### config.mk
export PLATFORM = sky130hd
export DESIGN_NAME = multi_turn_motor_encoder_tracker_flat
export DESIGN_NICKNAME = d
export VERILOG_FILES = /design/src/rtl/core/mtet_pkg.sv /design/src/rtl/core/mtet_frame_if.sv /design/src/rtl/core/mtet_result_if.sv /design/src/rtl/core/mtet_cfg_if.sv /design/src/rtl/core/multi_turn_motor_encoder_tracker.sv /design/src/flat_wrapper.sv
export SDC_FILE = /design/constraint.sdc
export NUM_CORES = 2
export LEC_CHECK = 0
export BUFFER_PORTS_ARGS = -buffer_cell sky130_fd_sc_hd__buf_2
export CAP_MARGIN = 20
export CELL_PAD_IN_SITES_DETAIL_PLACEMENT = 0
export CELL_PAD_IN_SITES_GLOBAL_PLACEMENT = 1
export CORE_MARGIN = 2
export CORE_UTILIZATION = 52
export DETAILED_ROUTE_END_ITERATION = 16
export GPL_ROUTABILITY_DRIVEN = 0
export PLACE_DENSITY = 0.77
export SLEW_MARGIN = 20
export SYNTH_ARGS = -nofsm -noshare
export SYNTH_HDL_FRONTEND = slang
export SYNTH_SLANG_ARGS = --single-unit
### constraint.sdc
create_clock -name clk -period 14.9 [get_ports clk]
set_input_delay 0.745 -clock clk [delete_from_list [all_inputs] [get_ports clk]]
set_output_delay 0.745 -clock clk [all_outputs]
set_load 0.01 [all_outputs]
### src/rtl/core/mtet_pkg.sv
// Shared types and constants for the multi-turn encoder tracker.
package mtet_pkg;

    // Slot table depth and field widths
    localparam int MOTOR_SLOTS     = 16;
    localparam int SLOT_W          = 4;
    localparam int BUS_W           = 1;
    localparam int POS_W           = 13;
    localparam int SPEED_W         = 16;
    localparam int CURRENT_W       = 16;
    localparam int COUNT_W         = 33;
    localparam int ANGLE_W         = 45;
    localparam int DELTA_W         = 14;
    localparam int TURN_W          = 20;
    localparam int FRAMES_W        = 8;
    localparam int RATIO_W         = 8;
    localparam int MASK_W          = 16;
    localparam int CFG_INDEX_W     = 2;
    localparam int CFG_DATA_W      = 16;

    // Encoder geometry
    localparam int COUNTS_PER_TURN = 8192;
    localparam int HALF_TURN       = COUNTS_PER_TURN / 2;

    // Magnitude of (position - bias) + turns * counts per turn
    localparam int MAG_W           = TURN_W + POS_W;

    // 360 degrees * 2^16 / counts per turn: angle = |m| * scale / ratio
    localparam int ANGLE_SCALE     = 360 * 65536 / COUNTS_PER_TURN;

    // Divider step counter, wide enough for the angle pass
    localparam int STEP_W          = 6;

    localparam logic signed [DELTA_W-1:0] WRAP_HI   = DELTA_W'(HALF_TURN);
    localparam logic signed [DELTA_W-1:0] WRAP_LO   = -WRAP_HI;
    localparam logic [DELTA_W-1:0]        TURN_SPAN = DELTA_W'(COUNTS_PER_TURN);

    localparam logic signed [TURN_W-1:0] TURN_MAX = {1'b0, {(TURN_W-1){1'b1}}};
    localparam logic signed [TURN_W-1:0] TURN_MIN = {1'b1, {(TURN_W-1){1'b0}}};

    // Register reset values
    localparam logic [FRAMES_W-1:0] BIAS_FRAMES_RESET  = 8'd50;
    localparam logic [RATIO_W-1:0]  RATIO_FIRST_RESET  = 8'd19;
    localparam logic [RATIO_W-1:0]  RATIO_SECOND_RESET = 8'd36;
    localparam logic [MASK_W-1:0]   SECOND_MASK_RESET  = '0;

    typedef enum logic [CFG_INDEX_W-1:0] {
        CFG_BIAS_FRAMES  = 2'd0,
        CFG_RATIO_FIRST  = 2'd1,
        CFG_RATIO_SECOND = 2'd2,
        CFG_SECOND_MASK  = 2'd3
    } cfg_index_t;

    typedef enum logic [2:0] {
        ST_IDLE,
        ST_EVAL,
        ST_MULT,
        ST_DIV_ANGLE,
        ST_DIV_SPEED,
        ST_WRITE
    } state_t;

endpackage

### src/rtl/core/mtet_frame_if.sv
// Motor feedback frame channel.
interface mtet_frame_if;
    logic                                    valid;
    logic                                    ready;
    logic [mtet_pkg::BUS_W-1:0]              bus_number;
    logic [mtet_pkg::SLOT_W-1:0]             motor_slot;
    logic [mtet_pkg::POS_W-1:0]              raw_position;
    logic signed [mtet_pkg::SPEED_W-1:0]     raw_speed;
    logic signed [mtet_pkg::CURRENT_W-1:0]   raw_current;

    modport source (
        output valid, bus_number, motor_slot, raw_position, raw_speed, raw_current,
        input  ready
    );

    modport sink (
        input  valid, bus_number, motor_slot, raw_position, raw_speed, raw_current,
        output ready
    );
endinterface

### src/rtl/core/mtet_result_if.sv
// Tracker result channel.
interface mtet_result_if;
    logic                                    valid;
    logic                                    ready;
    logic                                    calibrating;
    logic signed [mtet_pkg::COUNT_W-1:0]     continuous_count;
    logic signed [mtet_pkg::ANGLE_W-1:0]     angle_q16;
    logic signed [mtet_pkg::DELTA_W-1:0]     step_delta;
    logic signed [mtet_pkg::SPEED_W-1:0]     shaft_speed;
    logic signed [mtet_pkg::CURRENT_W-1:0]   phase_current;

    modport source (
        output valid, calibrating, continuous_count, angle_q16, step_delta,
               shaft_speed, phase_current,
        input  ready
    );

    modport sink (
        input  valid, calibrating, continuous_count, angle_q16, step_delta,
               shaft_speed, phase_current,
        output ready
    );
endinterface

### src/rtl/core/mtet_cfg_if.sv
// Register write channel.
interface mtet_cfg_if;
    logic                                valid;
    logic                                ready;
    logic [mtet_pkg::CFG_INDEX_W-1:0]    index;
    logic [mtet_pkg::CFG_DATA_W-1:0]     data;

    modport source (
        output valid, index, data,
        input  ready
    );

    modport sink (
        input  valid, index, data,
        output ready
    );
endinterface

### src/rtl/core/multi_turn_motor_encoder_tracker.sv
// Multi-turn motor encoder tracker.
// frame:  one motor feedback word per handshake (bus, slot, position, speed, current).
// result: one word per frame: calibrating flag, continuous count, Q16 shaft angle,
//         wrap-corrected delta, geared speed and phase current.
// cfg:    register writes (0 bias_frames, 1 ratio_first, 2 ratio_second,
//         3 second_type_mask), always ready; write only while the block is idle.
// Timing: a calibrating frame goes from the evaluate state straight to the write state.
//         A tracking frame takes one table read and wrap step, one scaling multiply, then
//         a single shared restoring divider (one quotient bit per cycle) runs 45 steps for
//         the angle and 16 steps for the speed, and the write state loads the output
//         register. Frame ready is high only in idle, so a new frame is taken only after
//         the last one's result has been loaded into the output register.
// Stall:  the result sits in an output register until taken; the next frame is
//         accepted meanwhile, and its result waits in the final state until the
//         output register frees up.
// Reset:  registers return to defaults, frame counters, biases, last positions and
//         turn counts clear to zero, no result is pending.
module multi_turn_motor_encoder_tracker (
    input  logic                clk,
    input  logic                rst_n,
    mtet_frame_if.sink          frame,
    mtet_result_if.source       result,
    mtet_cfg_if.sink            cfg
);

    // Configuration registers
    logic [mtet_pkg::FRAMES_W-1:0] bias_frames_reg;
    logic [mtet_pkg::RATIO_W-1:0]  ratio_first_reg;
    logic [mtet_pkg::RATIO_W-1:0]  ratio_second_reg;
    logic [mtet_pkg::MASK_W-1:0]   second_mask_reg;

    // Per-bus and per-slot state
    logic [mtet_pkg::FRAMES_W-1:0]      frames_seen_reg   [2];
    logic [mtet_pkg::POS_W-1:0]         bias_position_reg [mtet_pkg::MOTOR_SLOTS];
    logic [mtet_pkg::POS_W-1:0]         last_position_reg [mtet_pkg::MOTOR_SLOTS];
    logic signed [mtet_pkg::TURN_W-1:0] turn_count_reg    [mtet_pkg::MOTOR_SLOTS];

    // Captured frame
    logic [mtet_pkg::BUS_W-1:0]            bus_reg;
    logic [mtet_pkg::SLOT_W-1:0]           slot_reg;
    logic [mtet_pkg::POS_W-1:0]            pos_reg;
    logic signed [mtet_pkg::SPEED_W-1:0]   speed_reg;
    logic signed [mtet_pkg::CURRENT_W-1:0] current_reg;

    // Evaluated frame
    logic                                  calib_reg;
    logic                                  second_reg;
    logic [mtet_pkg::RATIO_W-1:0]          ratio_reg;
    logic signed [mtet_pkg::TURN_W-1:0]    turns_reg;
    logic [mtet_pkg::DELTA_W-1:0]          delta_reg;
    logic                                  m_neg_reg;
    logic [mtet_pkg::MAG_W-1:0]            m_abs_reg;
    logic                                  speed_neg_reg;
    logic [mtet_pkg::SPEED_W-1:0]          speed_mag_reg;

    // Shared divider
    logic [mtet_pkg::ANGLE_W-1:0]          dq_reg;
    logic [mtet_pkg::ANGLE_W-1:0]          dq_next;
    logic [mtet_pkg::RATIO_W-1:0]          rem_reg;
    logic [mtet_pkg::RATIO_W-1:0]          rem_next;
    logic [mtet_pkg::STEP_W-1:0]           cnt_reg;
    logic [mtet_pkg::ANGLE_W-1:0]          angle_q_reg;
    logic [mtet_pkg::SPEED_W-1:0]          speed_q_reg;

    // Output register
    logic                                  out_valid_reg;
    logic                                  out_calib_reg;
    logic [mtet_pkg::COUNT_W-1:0]          out_count_reg;
    logic [mtet_pkg::ANGLE_W-1:0]          out_angle_reg;
    logic [mtet_pkg::DELTA_W-1:0]          out_delta_reg;
    logic [mtet_pkg::SPEED_W-1:0]          out_speed_reg;
    logic [mtet_pkg::CURRENT_W-1:0]        out_current_reg;

    mtet_pkg::state_t state_reg;
    mtet_pkg::state_t state_next;

    // Sequencer controls
    logic frame_ready;
    logic frame_accept;
    logic div_last;
    logic load_out;

    // Evaluation datapath
    logic                                  calib;
    logic                                  second;
    logic [mtet_pkg::RATIO_W-1:0]          ratio_sel;
    logic [mtet_pkg::RATIO_W-1:0]          ratio_eff;
    logic signed [mtet_pkg::DELTA_W-1:0]   diff;
    logic signed [mtet_pkg::DELTA_W-1:0]   offset;
    logic                                  wrap_up;
    logic                                  wrap_dn;
    logic signed [mtet_pkg::TURN_W-1:0]    turns_cur;
    logic signed [mtet_pkg::TURN_W-1:0]    turns_new;
    logic [mtet_pkg::DELTA_W-1:0]          delta;
    logic [mtet_pkg::MAG_W:0]              m_full;
    logic [mtet_pkg::MAG_W:0]              m_neg_full;
    logic [mtet_pkg::SPEED_W-1:0]          speed_mag;
    logic [mtet_pkg::RATIO_W:0]            div_trial;
    logic [mtet_pkg::RATIO_W:0]            div_diff;
    logic                                  div_ge;

    // Configuration writes, always accepted
    assign cfg.ready = 1'b1;

    always_ff @(posedge clk or negedge rst_n)
    begin
        if (!rst_n)
        begin
            bias_frames_reg  <= mtet_pkg::BIAS_FRAMES_RESET;
            ratio_first_reg  <= mtet_pkg::RATIO_FIRST_RESET;
            ratio_second_reg <= mtet_pkg::RATIO_SECOND_RESET;
            second_mask_reg  <= mtet_pkg::SECOND_MASK_RESET;
        end
        else if (cfg.valid)
        begin
            unique case (mtet_pkg::cfg_index_t'(cfg.index))
                mtet_pkg::CFG_BIAS_FRAMES:  bias_frames_reg  <= cfg.data[mtet_pkg::FRAMES_W-1:0];
                mtet_pkg::CFG_RATIO_FIRST:  ratio_first_reg  <= cfg.data[mtet_pkg::RATIO_W-1:0];
                mtet_pkg::CFG_RATIO_SECOND: ratio_second_reg <= cfg.data[mtet_pkg::RATIO_W-1:0];
                mtet_pkg::CFG_SECOND_MASK:  second_mask_reg  <= cfg.data[mtet_pkg::MASK_W-1:0];
                default:                    bias_frames_reg  <= bias_frames_reg;
            endcase
        end
    end

    // Next state
    always_comb
    begin
        state_next = state_reg;
        unique case (state_reg)
            mtet_pkg::ST_IDLE:
                if (frame.valid)
                    state_next = mtet_pkg::ST_EVAL;
            mtet_pkg::ST_EVAL:
                state_next = calib ? mtet_pkg::ST_WRITE : mtet_pkg::ST_MULT;
            mtet_pkg::ST_MULT:
                state_next = mtet_pkg::ST_DIV_ANGLE;
            mtet_pkg::ST_DIV_ANGLE:
                if (cnt_reg == mtet_pkg::STEP_W'(mtet_pkg::ANGLE_W - 1))
                    state_next = mtet_pkg::ST_DIV_SPEED;
            mtet_pkg::ST_DIV_SPEED:
                if (cnt_reg == mtet_pkg::STEP_W'(mtet_pkg::SPEED_W - 1))
                    state_next = mtet_pkg::ST_WRITE;
            mtet_pkg::ST_WRITE:
                if (!out_valid_reg || result.ready)
                    state_next = mtet_pkg::ST_IDLE;
            default:
                state_next = mtet_pkg::ST_IDLE;
        endcase
    end

    // Sequencer outputs
    always_comb
    begin
        frame_ready = 1'b0;
        div_last    = 1'b0;
        load_out    = 1'b0;
        unique case (state_reg)
            mtet_pkg::ST_IDLE:
                frame_ready = 1'b1;
            mtet_pkg::ST_DIV_ANGLE:
                div_last = (cnt_reg == mtet_pkg::STEP_W'(mtet_pkg::ANGLE_W - 1));
            mtet_pkg::ST_DIV_SPEED:
                div_last = (cnt_reg == mtet_pkg::STEP_W'(mtet_pkg::SPEED_W - 1));
            mtet_pkg::ST_WRITE:
                load_out = !out_valid_reg || result.ready;
            default:
                frame_ready = 1'b0;
        endcase
    end

    assign frame.ready  = frame_ready;
    assign frame_accept = frame.valid && frame_ready;

    always_ff @(posedge clk or negedge rst_n)
    begin
        if (!rst_n)
            state_reg <= mtet_pkg::ST_IDLE;
        else
            state_reg <= state_next;
    end

    // Calibration check, wrap detection and saturating turn step
    always_comb
    begin
        calib     = frames_seen_reg[bus_reg] < bias_frames_reg;
        second    = second_mask_reg[slot_reg];
        ratio_sel = second ? ratio_second_reg : ratio_first_reg;
        ratio_eff = (ratio_sel == '0) ? mtet_pkg::RATIO_W'(1) : ratio_sel;

        diff   = $signed({1'b0, pos_reg}) - $signed({1'b0, last_position_reg[slot_reg]});
        offset = $signed({1'b0, pos_reg}) - $signed({1'b0, bias_position_reg[slot_reg]});

        wrap_up   = diff < mtet_pkg::WRAP_LO;
        wrap_dn   = diff > mtet_pkg::WRAP_HI;
        turns_cur = turn_count_reg[slot_reg];
        turns_new = turns_cur;
        delta     = diff;
        if (wrap_up)
        begin
            delta = diff + mtet_pkg::TURN_SPAN;
            if (turns_cur != mtet_pkg::TURN_MAX)
                turns_new = turns_cur + mtet_pkg::TURN_W'(1);
        end
        else if (wrap_dn)
        begin
            delta = diff - mtet_pkg::TURN_SPAN;
            if (turns_cur != mtet_pkg::TURN_MIN)
                turns_new = turns_cur - mtet_pkg::TURN_W'(1);
        end

        // Offset from bias plus whole turns, then its magnitude
        m_full = {turns_new[mtet_pkg::TURN_W-1], turns_new, {mtet_pkg::POS_W{1'b0}}}
               + {{(mtet_pkg::MAG_W + 1 - mtet_pkg::DELTA_W){offset[mtet_pkg::DELTA_W-1]}},
                  offset};
        m_neg_full = -m_full;

        speed_mag = speed_reg[mtet_pkg::SPEED_W-1] ? -speed_reg : speed_reg;
    end

    // Restoring divide step by the selected ratio
    always_comb
    begin
        div_trial = {rem_reg, dq_reg[mtet_pkg::ANGLE_W-1]};
        div_diff  = div_trial - {1'b0, ratio_reg};
        div_ge    = div_trial >= {1'b0, ratio_reg};
        rem_next  = div_ge ? div_diff[mtet_pkg::RATIO_W-1:0]
                           : div_trial[mtet_pkg::RATIO_W-1:0];
        dq_next   = {dq_reg[mtet_pkg::ANGLE_W-2:0], div_ge};
    end

    // Capture the frame
    always_ff @(posedge clk)
    begin
        if (frame_accept)
        begin
            bus_reg     <= frame.bus_number;
            slot_reg    <= frame.motor_slot;
            pos_reg     <= frame.raw_position;
            speed_reg   <= frame.raw_speed;
            current_reg <= frame.raw_current;
        end
    end

    // Update per-bus counters and per-slot tables
    always_ff @(posedge clk or negedge rst_n)
    begin
        if (!rst_n)
        begin
            frames_seen_reg[0] <= '0;
            frames_seen_reg[1] <= '0;
            for (int i = 0; i < mtet_pkg::MOTOR_SLOTS; i++)
            begin
                bias_position_reg[i] <= '0;
                last_position_reg[i] <= '0;
                turn_count_reg[i]    <= '0;
            end
        end
        else if (state_reg == mtet_pkg::ST_EVAL)
        begin
            last_position_reg[slot_reg] <= pos_reg;
            if (calib)
            begin
                frames_seen_reg[bus_reg]    <= frames_seen_reg[bus_reg] + mtet_pkg::FRAMES_W'(1);
                bias_position_reg[slot_reg] <= pos_reg;
            end
            else
            begin
                turn_count_reg[slot_reg] <= turns_new;
            end
        end
    end

    // Hold evaluated terms, scale, and run the divider
    always_ff @(posedge clk)
    begin
        unique case (state_reg)
            mtet_pkg::ST_EVAL:
            begin
                calib_reg     <= calib;
                second_reg    <= second;
                ratio_reg     <= ratio_eff;
                turns_reg     <= turns_new;
                delta_reg     <= delta;
                m_neg_reg     <= m_full[mtet_pkg::MAG_W];
                m_abs_reg     <= m_full[mtet_pkg::MAG_W]
                                 ? m_neg_full[mtet_pkg::MAG_W-1:0]
                                 : m_full[mtet_pkg::MAG_W-1:0];
                speed_neg_reg <= speed_reg[mtet_pkg::SPEED_W-1];
                speed_mag_reg <= speed_mag;
            end
            mtet_pkg::ST_MULT:
            begin
                dq_reg  <= mtet_pkg::ANGLE_W'(m_abs_reg)
                         * mtet_pkg::ANGLE_W'(mtet_pkg::ANGLE_SCALE);
                rem_reg <= '0;
                cnt_reg <= '0;
            end
            mtet_pkg::ST_DIV_ANGLE:
            begin
                if (div_last)
                begin
                    angle_q_reg <= dq_next;
                    dq_reg      <= {speed_mag_reg,
                                    {(mtet_pkg::ANGLE_W - mtet_pkg::SPEED_W){1'b0}}};
                    rem_reg     <= '0;
                    cnt_reg     <= '0;
                end
                else
                begin
                    dq_reg  <= dq_next;
                    rem_reg <= rem_next;
                    cnt_reg <= cnt_reg + mtet_pkg::STEP_W'(1);
                end
            end
            mtet_pkg::ST_DIV_SPEED:
            begin
                dq_reg  <= dq_next;
                rem_reg <= rem_next;
                cnt_reg <= cnt_reg + mtet_pkg::STEP_W'(1);
                if (div_last)
                    speed_q_reg <= dq_next[mtet_pkg::SPEED_W-1:0];
            end
            default:
            begin
                cnt_reg <= cnt_reg;
            end
        endcase
    end

    // Output register valid
    always_ff @(posedge clk or negedge rst_n)
    begin
        if (!rst_n)
            out_valid_reg <= 1'b0;
        else if (load_out)
            out_valid_reg <= 1'b1;
        else if (result.ready)
            out_valid_reg <= 1'b0;
    end

    // Load the result word, restoring signs
    always_ff @(posedge clk)
    begin
        if (load_out)
        begin
            out_calib_reg <= calib_reg;
            if (calib_reg)
            begin
                out_count_reg   <= mtet_pkg::COUNT_W'(pos_reg);
                out_angle_reg   <= '0;
                out_delta_reg   <= '0;
                out_speed_reg   <= '0;
                out_current_reg <= '0;
            end
            else
            begin
                out_count_reg   <= {turns_reg, pos_reg};
                out_angle_reg   <= m_neg_reg ? -angle_q_reg : angle_q_reg;
                out_delta_reg   <= delta_reg;
                out_speed_reg   <= speed_neg_reg ? -speed_q_reg : speed_q_reg;
                out_current_reg <= second_reg ? '0 : current_reg;
            end
        end
    end

    assign result.valid            = out_valid_reg;
    assign result.calibrating      = out_calib_reg;
    assign result.continuous_count = out_count_reg;
    assign result.angle_q16        = out_angle_reg;
    assign result.step_delta       = out_delta_reg;
    assign result.shaft_speed      = out_speed_reg;
    assign result.phase_current    = out_current_reg;

endmodule
### src/flat_wrapper.sv
// flat-port wrapper written by rule: the top's interface ports become plain ports
module multi_turn_motor_encoder_tracker_flat 
  (clk, rst_n, frame_valid, frame_bus_number, frame_motor_slot, frame_raw_position, frame_raw_speed, frame_raw_current, frame_ready, result_valid, result_calibrating, result_continuous_count, result_angle_q16, result_step_delta, result_shaft_speed, result_phase_current, result_ready, cfg_valid, cfg_index, cfg_data, cfg_ready);
  mtet_frame_if frame_i ();
  mtet_result_if result_i ();
  mtet_cfg_if cfg_i ();
  input  logic clk;
  input  logic rst_n;
  input wire logic [$bits(frame_i.valid)-1:0] frame_valid;
  input wire logic [$bits(frame_i.bus_number)-1:0] frame_bus_number;
  input wire logic [$bits(frame_i.motor_slot)-1:0] frame_motor_slot;
  input wire logic [$bits(frame_i.raw_position)-1:0] frame_raw_position;
  input wire logic [$bits(frame_i.raw_speed)-1:0] frame_raw_speed;
  input wire logic [$bits(frame_i.raw_current)-1:0] frame_raw_current;
  output wire logic [$bits(frame_i.ready)-1:0] frame_ready;
  output wire logic [$bits(result_i.valid)-1:0] result_valid;
  output wire logic [$bits(result_i.calibrating)-1:0] result_calibrating;
  output wire logic [$bits(result_i.continuous_count)-1:0] result_continuous_count;
  output wire logic [$bits(result_i.angle_q16)-1:0] result_angle_q16;
  output wire logic [$bits(result_i.step_delta)-1:0] result_step_delta;
  output wire logic [$bits(result_i.shaft_speed)-1:0] result_shaft_speed;
  output wire logic [$bits(result_i.phase_current)-1:0] result_phase_current;
  input wire logic [$bits(result_i.ready)-1:0] result_ready;
  input wire logic [$bits(cfg_i.valid)-1:0] cfg_valid;
  input wire logic [$bits(cfg_i.index)-1:0] cfg_index;
  input wire logic [$bits(cfg_i.data)-1:0] cfg_data;
  output wire logic [$bits(cfg_i.ready)-1:0] cfg_ready;
  assign frame_i.valid = frame_valid;
  assign frame_i.bus_number = frame_bus_number;
  assign frame_i.motor_slot = frame_motor_slot;
  assign frame_i.raw_position = frame_raw_position;
  assign frame_i.raw_speed = frame_raw_speed;
  assign frame_i.raw_current = frame_raw_current;
  assign frame_ready = frame_i.ready;
  assign result_valid = result_i.valid;
  assign result_calibrating = result_i.calibrating;
  assign result_continuous_count = result_i.continuous_count;
  assign result_angle_q16 = result_i.angle_q16;
  assign result_step_delta = result_i.step_delta;
  assign result_shaft_speed = result_i.shaft_speed;
  assign result_phase_current = result_i.phase_current;
  assign result_i.ready = result_ready;
  assign cfg_i.valid = cfg_valid;
  assign cfg_i.index = cfg_index;
  assign cfg_i.data = cfg_data;
  assign cfg_ready = cfg_i.ready;
  multi_turn_motor_encoder_tracker u_core (.clk(clk), .rst_n(rst_n), .frame(frame_i), .result(result_i), .cfg(cfg_i));
endmodule
# ---- Yosys cells after proc, flatten, opt, wreduce, memory -nomap -nowiden
# Cells that the tools add are included.
dict set report word_totals {
  elab_cells 199
  register_bits 1186
  output_inout_bits 128
  inputBits 73
}
dict set report classes {
  magnitude_cmp 9
  addsub 14
  n_bitwise 3
  n_eq_ne 16
  n_reduce_logical 20
  mux 53
  multipliers 1
}
# cell n
set ops {}
lappend ops {{bitwise mux 208 bit} 2}
lappend ops {{bitwise mux 320 bit} 1}
lappend ops {{two-way mux 20 bit} 7}
lappend ops {{one-hot mux 45 bit (3 select lines)} 1}
lappend ops {{binary-select mux 13 bit (select 4 bit)} 2}
lappend ops {{two-way mux 45 bit} 2}
lappend ops {{binary-select mux 20 bit (select 4 bit)} 1}
lappend ops {{demux 20 bit (select 4 bit)} 1}
lappend ops {{two-way mux 13 bit} 5}
lappend ops {{two-way mux 8 bit} 7}
lappend ops {{demux 13 bit (select 4 bit)} 1}
lappend ops {{negation 45 bit} 1}
lappend ops {{!= test 20 bit, second input constant} 2}
lappend ops {{multiplier 33 x 6 -> 39 bit, second input constant} 1}
lappend ops {{adder 33 x 14 -> 34 bit} 1}
lappend ops {{two-way mux 33 bit} 1}
lappend ops {{negation 33 bit} 1}
lappend ops {{negation 16 bit} 2}
lappend ops {{two-way mux 14 bit} 2}
lappend ops {{subtractor 13 x 13 -> 14 bit} 2}
lappend ops {{one-hot mux 8 bit (3 select lines)} 1}
lappend ops {{adder 20 x 2 -> 20 bit, second input constant} 1}
lappend ops {{subtractor 20 x 2 -> 20 bit, second input constant} 1}
lappend ops {{one-hot mux 3 bit (6 select lines)} 1}
lappend ops {{47 further kinds} 69}

# ---- Depth between registers and ports, before layout
dict set report depth {
  word_depth 11
  mapped_depth 46
  mapped_depth_nobuf 35
}

# ---- Worst setup path after synthesis
# OpenSTA, ideal clock, no wires.
dict set report synth_path {
  kind {register to register}
  start {register u_core.slot_reg[0] in the netlist's numbering}
  end {register u_core.m_abs_reg[21] in the netlist's numbering (data pin)}
  path_slack_ns 4.581
  arrival_time_ns 10.052
  synth_period_minus_slack_ns 10.319
  path_stages_with_launch 43
  required_ns 14.633
  path_cell_list {edfxtp_1 > buf_6 > buf_6 > buf_4 > buf_1 > clkbuf_1 > clkbuf_1 > buf_1 > mux4_2 > mux4_2 > ha_1 > fa_1 > nor2b_1 > o2111ai_1 > a31o_2 > a2111o_1 > a2111oi_0 > a21oi_1 > (+7 left out) > o21a_1 > nor2_1 > inv_1 > a21o_1 > a21o_1 > a41oi_1 > o21ai_0 > a21oi_1 > o21a_1 > o2111ai_1 > a21oi_1 > o211ai_1 > and2_1 > clkbuf_1 > inv_1 > clkbuf_1 > o21ai_0 > xnor2_1}
}
dict set report synth_via {
  elab_chain_cells 11
  elab_cells_between_ends 25
}
# element line_no
set synth_rtl {}
lappend synth_rtl {{from (decl)} multi_turn_motor_encoder_tracker.sv:40} ;# logic [mtet_pkg::SLOT_W-1:0] slot_reg;
lappend synth_rtl {{from (signal assigned)} multi_turn_motor_encoder_tracker.sv:238} ;# slot_reg <= frame.motor_slot;
lappend synth_rtl {{NOT 4 -> 5 bit (implied by the code) (*)} {multi_turn_motor_encoder_tracker.sv:191, multi_turn_motor_encoder_tracker.sv:196}}
lappend synth_rtl {{binary-select mux 13 bit (select 4 bit) / binary-select mux 20 bit (select 4 bit) (equally long branches)} {multi_turn_motor_encoder_tracker.sv:191, multi_turn_motor_encoder_tracker.sv:196}}
lappend synth_rtl {{two-way mux 13 bit (implied by the code) / two-way mux 20 bit (equally long branches) (2 in series)} {multi_turn_motor_encoder_tracker.sv:191, multi_turn_motor_encoder_tracker.sv:196}}
lappend synth_rtl {{subtractor 13 x 13 -> 14 bit (tied with other cells)} multi_turn_motor_encoder_tracker.sv:191} ;# diff = $signed({1'b0, pos_reg}) - $signed({1'b0, last_position_reg[slot_reg]});
lappend synth_rtl {{> comparator 14 bit / two-way mux 20 bit (equally long branches)} {multi_turn_motor_encoder_tracker.sv:195, multi_turn_motor_encoder_tracker.sv:208}}
lappend synth_rtl {{two-way mux 20 bit} multi_turn_motor_encoder_tracker.sv:205} ;# else if (wrap_dn)
lappend synth_rtl {{two-way mux 20 bit (*)} multi_turn_motor_encoder_tracker.sv:199} ;# if (wrap_up)
lappend synth_rtl {{named net u_core.turns_new (one bit)} multi_turn_motor_encoder_tracker.sv:93} ;# logic signed [mtet_pkg::TURN_W-1:0] turns_new;
lappend synth_rtl {{adder 33 x 14 -> 34 bit (*)} multi_turn_motor_encoder_tracker.sv:214} ;# + {{(mtet_pkg::MAG_W + 1 - mtet_pkg::DELTA_W){offset[mtet_pkg::DELTA_W-1]}},
lappend synth_rtl {{negation 33 bit} multi_turn_motor_encoder_tracker.sv:216} ;# m_neg_full = -m_full;
lappend synth_rtl {{two-way mux 33 bit (*)} multi_turn_motor_encoder_tracker.sv:287} ;# ? m_neg_full[mtet_pkg::MAG_W-1:0]
lappend synth_rtl {{to (signal assigned)} multi_turn_motor_encoder_tracker.sv:286} ;# m_abs_reg <= m_full[mtet_pkg::MAG_W]
lappend synth_rtl {{to (decl)} multi_turn_motor_encoder_tracker.sv:52} ;# logic [mtet_pkg::MAG_W-1:0] m_abs_reg;
# Mark *: on every way through the listed nets, which the timed path passes. The rest lies on a longest branch. The select of a mux whose other input is x is not followed.
# A chain may end at the register's enable or synchronous reset.

# ---- Worst setup path in the final report
dict set report layout_path {
  start {register u_core.slot_reg[0] in the netlist's numbering}
  end {register u_core.m_abs_reg[20] in the netlist's numbering (data pin)}
}
# Same word-level chain as after synthesis.

==> metrics.md <==
| Metric | Value |
|---|---|
| CTS clk-pin slew, worst paths | `~60 ps` |
| Hold Crit Class | `in2async` |
| Post-synthesis sequential area ratio | `54.46%` |
| Flip-flop and latch count after synthesis | `1,186` |
| Remaining DRCs | `0` |
| Reg2reg end | `u_core.m_abs_reg[20]$_DFFE_PP_` |
| CP endpoint kind | `register` |
| Syn nets | `4,641` |
| IO Port Bufs | `~200` |
| Routed vias | `about 35,000` |
| Io pins | `~200` |
| # Max-Cap Violations | `0` |
| R2R Path Start | `u_core.slot_reg[0]$_DFFE_PP_` |
| R2R setup slack | `around 4400 ps` |
| Total congestion overflow | `0` |
| WP data required | `about 15,000 ps` |
| Critical-path top delay cell | `buf_4` |
| Period utilization | `70.39%` |
| Fin. max-slew vios | `0` |
| Synth Cell Area | `slightly below 60,000 µm²` |
| Layout overhead on the synthesized area | `12.55%` |
| Post-CTS Resized | `0` |
| Violated checks | `hold timing` |
| Top_reg_cell synth | `dfrtp_1` |
| First-pass GRT wire length | `between 200,000 and 250,000 µm` |
| Nets | `roughly 4,800` |
| Post-route setup TNS | `0 ps` |
| Final hold viol count | `2` |
| Die outline width | `~340 µm` |
| Post-Syn Area per Cell | `around 13 µm²` |
| Setup crit start kind | `register` |
| Layout cells sized above 1 | `roughly 31%` |
| Number of enable flip-flop cells after synthesis | `~400` |
| Setup Buffers After CTS | `0` |
| Fillers | `~9,000` |
| Vias in the first global route | `around 36,000` |
| Fin cells | `6,145` |
| WL final | `around 140,000 µm` |
| GRT Total Usage | `between 20% and 30%` |
| Critical path type | `reg2reg` |
| Worst Setup EP | `u_core.m_abs_reg[20]$_DFFE_PP_` |
| Reg2Reg Depth | `35` |
| Fin Clk Skew | `a little over 20 ps` |
| Critical Path Fanout Max | `approximately 80` |
| Min cycle time layout | `approximately 10,000 ps` |
| Placed Cells incl. Taps | `roughly 5,900` |
| Async SR Flop Fraction | `approximately 67%` |
| CTS H-tree lvls | `4` |
| DR WL/cell | `22.15 µm` |
| Antenna violations before repair | `6` |
| Core box area | `about 110,000 µm²` |
| WHS | `-13.47 ps` |
| Peak Freq | `between 0.09 and 0.1 GHz` |
| Die ar. | `roughly 110,000 µm²` |
| Tightest Pin Transition | `~1100 ps` |
| Final setup violation count | `0` |
| Total iterations of the first detailed-routing run | `5` |
| CTS buffer count | `130` |
| Clock sinks | `approximately 1,200` |
| Largest net degree at the start of global routing | `around 170` |
| Post-CTS Hold Fix Bufs | `0` |
| DR vias/cell | `roughly 5.7` |
| Post-synthesis cell count | `around 4,400` |
| CTS tree | `done` |
| Post-DP HPWL | `~87,000 µm` |
| Max Root-Sink Buffers | `3` |
| Largest stage delay, worst path | `roughly 740 ps` |
| Clk_lat worst skew | `740 ps` |
| Critical path startpoint | `u_core.slot_reg[0]$_DFFE_PP_` |
| CTS root buf | `clkbuf_16` |
| RSZ-0062 raised after global routing | `no` |
| Initial Util | `between 50% and 60%` |
| Critical path arrival | `roughly 11,000 ps` |
| Number of DRC markers in iteration 0 | `2,586` |
| Outcome | `finished, violations left` |
| Core Rows | `between 100 and 150` |
| Yosys warns | `0` |
| Routed Antenna Nets | `0` |
| Die span in y | `approximately 340 µm` |
| Max reg flops | `320` |
| Synth unique cells | `83` |
| Relative slew slack | `between 20% and 30%` |
-- per-stage QoR --
step | worst slack, ps | hold slack [ps] | utilization, % | area, µm²
2_1_floorplan | 4581 | 426.2 | - | 58100
3_3_place_gp | 4436 | 435.6 | 55.12 | 61000
3_5_place_dp | 4435 | 433.5 | 55.12 | 61000
4_1_cts | 4340 | 1.980 | 59.07 | 65370
5_1_grt | 3516 | 30.27 | 59.08 | 65380
6_report | 4413 | -13.47 | 59.08 | 65390
-- cell families after synthesis --
| group | share of synthesized area (%) |
|---|---|
| compound gates | 6.153 |
| other cells | 0.006455 |
| buf+inv | 3.299 |
| simple gates | 6.715 |
| xor+xnor | 2.787 |
| flops | 54.46 |
| mux | 21.23 |
| fa+ha+maj | 5.348 |
-- layout make-up --
type	instances	area, µm²	area share [%]
Tap cell	1488	1862	2.847
Clock buffer	182	3747	5.731
Multi-Input combinational cell	2676	24660	37.71
Inverter	246	925.9	1.416
Sequential cell	1186	31640	48.39
Timing Repair Buffer	312	1921	2.937
Clock inverter	54	626.9	0.9587
Antenna cell	1	2.502	0.003827
-- cell usage after synthesis (all sizes together) (16+ instances only) --
master    n  area [µm²]
ha      145        1814
nand2b   28       175.2
nand2   329        1235
or3      21       131.4
nor2b    63       394.1
o31ai    23       172.7
nor4     17       118.9
inv     246       923.4
mux4    223        5022
nor2    175       659.4
xor2     90       795.8
a21oi    83       415.4
edfxtp  390       11710
clkbuf  217       814.5
nor3     42       226.5
nand3    47       240.2
fa       64        1281
a21o     42       315.3
buf      34       178.9
and2     35       219.0
mux2i    16       160.2
dfrtp   788       19720
mux2    635        7151
a22oi    37       287.8
xnor2    94       823.3
o21ai   270        1351
-- layer usage --
metal / track usage, % / part of all wire, % / vias up
met3: 3.830 / 5.1 / 190
met4: 6.648 / 2.2 / 2
met2: 39.21 / 48 / 815
li1: - / - / 16137
met1: 33.86 / 45 / 18145
met5: 0 / 0.0096 / -
-- worst min-delay path by stage --
stage	startpoint	endpoint	slack (ps)	depth (start not counted)
floorplan	u_core.dq_reg[15]$_DFFE_PP_	u_core.angle_q_reg[16]$_DFFE_PP_	430	0
global placement	u_core.dq_reg[18]$_DFFE_PP_	u_core.angle_q_reg[19]$_DFFE_PP_	440	0
detailed placement	u_core.dq_reg[18]$_DFFE_PP_	u_core.angle_q_reg[19]$_DFFE_PP_	430	0
CTS	rst_n	u_core.turn_count_reg[198]$_DFFE_PN0P_	2	1
global route	rst_n	u_core.turn_count_reg[198]$_DFFE_PN0P_	30	1
finish	rst_n	u_core.turn_count_reg[198]$_DFFE_PN0P_	-10	1
-- layout by cell type, fill, tap and decap left out, types with 87 or more instances in the layout --
cell,instances
nand2_1,329
xnor2_1,92
clkbuf_16,137
buf_2,198
edfxtp_1,390
dfrtp_1,788
xor2_1,87
mux2_2,635
nor2_1,170
ha_1,145
o21ai_0,265
buf_4,107
mux4_2,223
inv_1,244
-- worst max-delay path, delay by kind of cell (launching register included) --
family	cells	cell delay, ps
compound gates	18	4180
buf+inv	6	2480
mux	2	1050
fa+ha+maj	3	960
simple gates	5	930
flops	1	370
xor+xnor	1	170
Power is not shown: default switching activity piles up to over one toggle a cycle in this logic, so the estimate is an artifact.
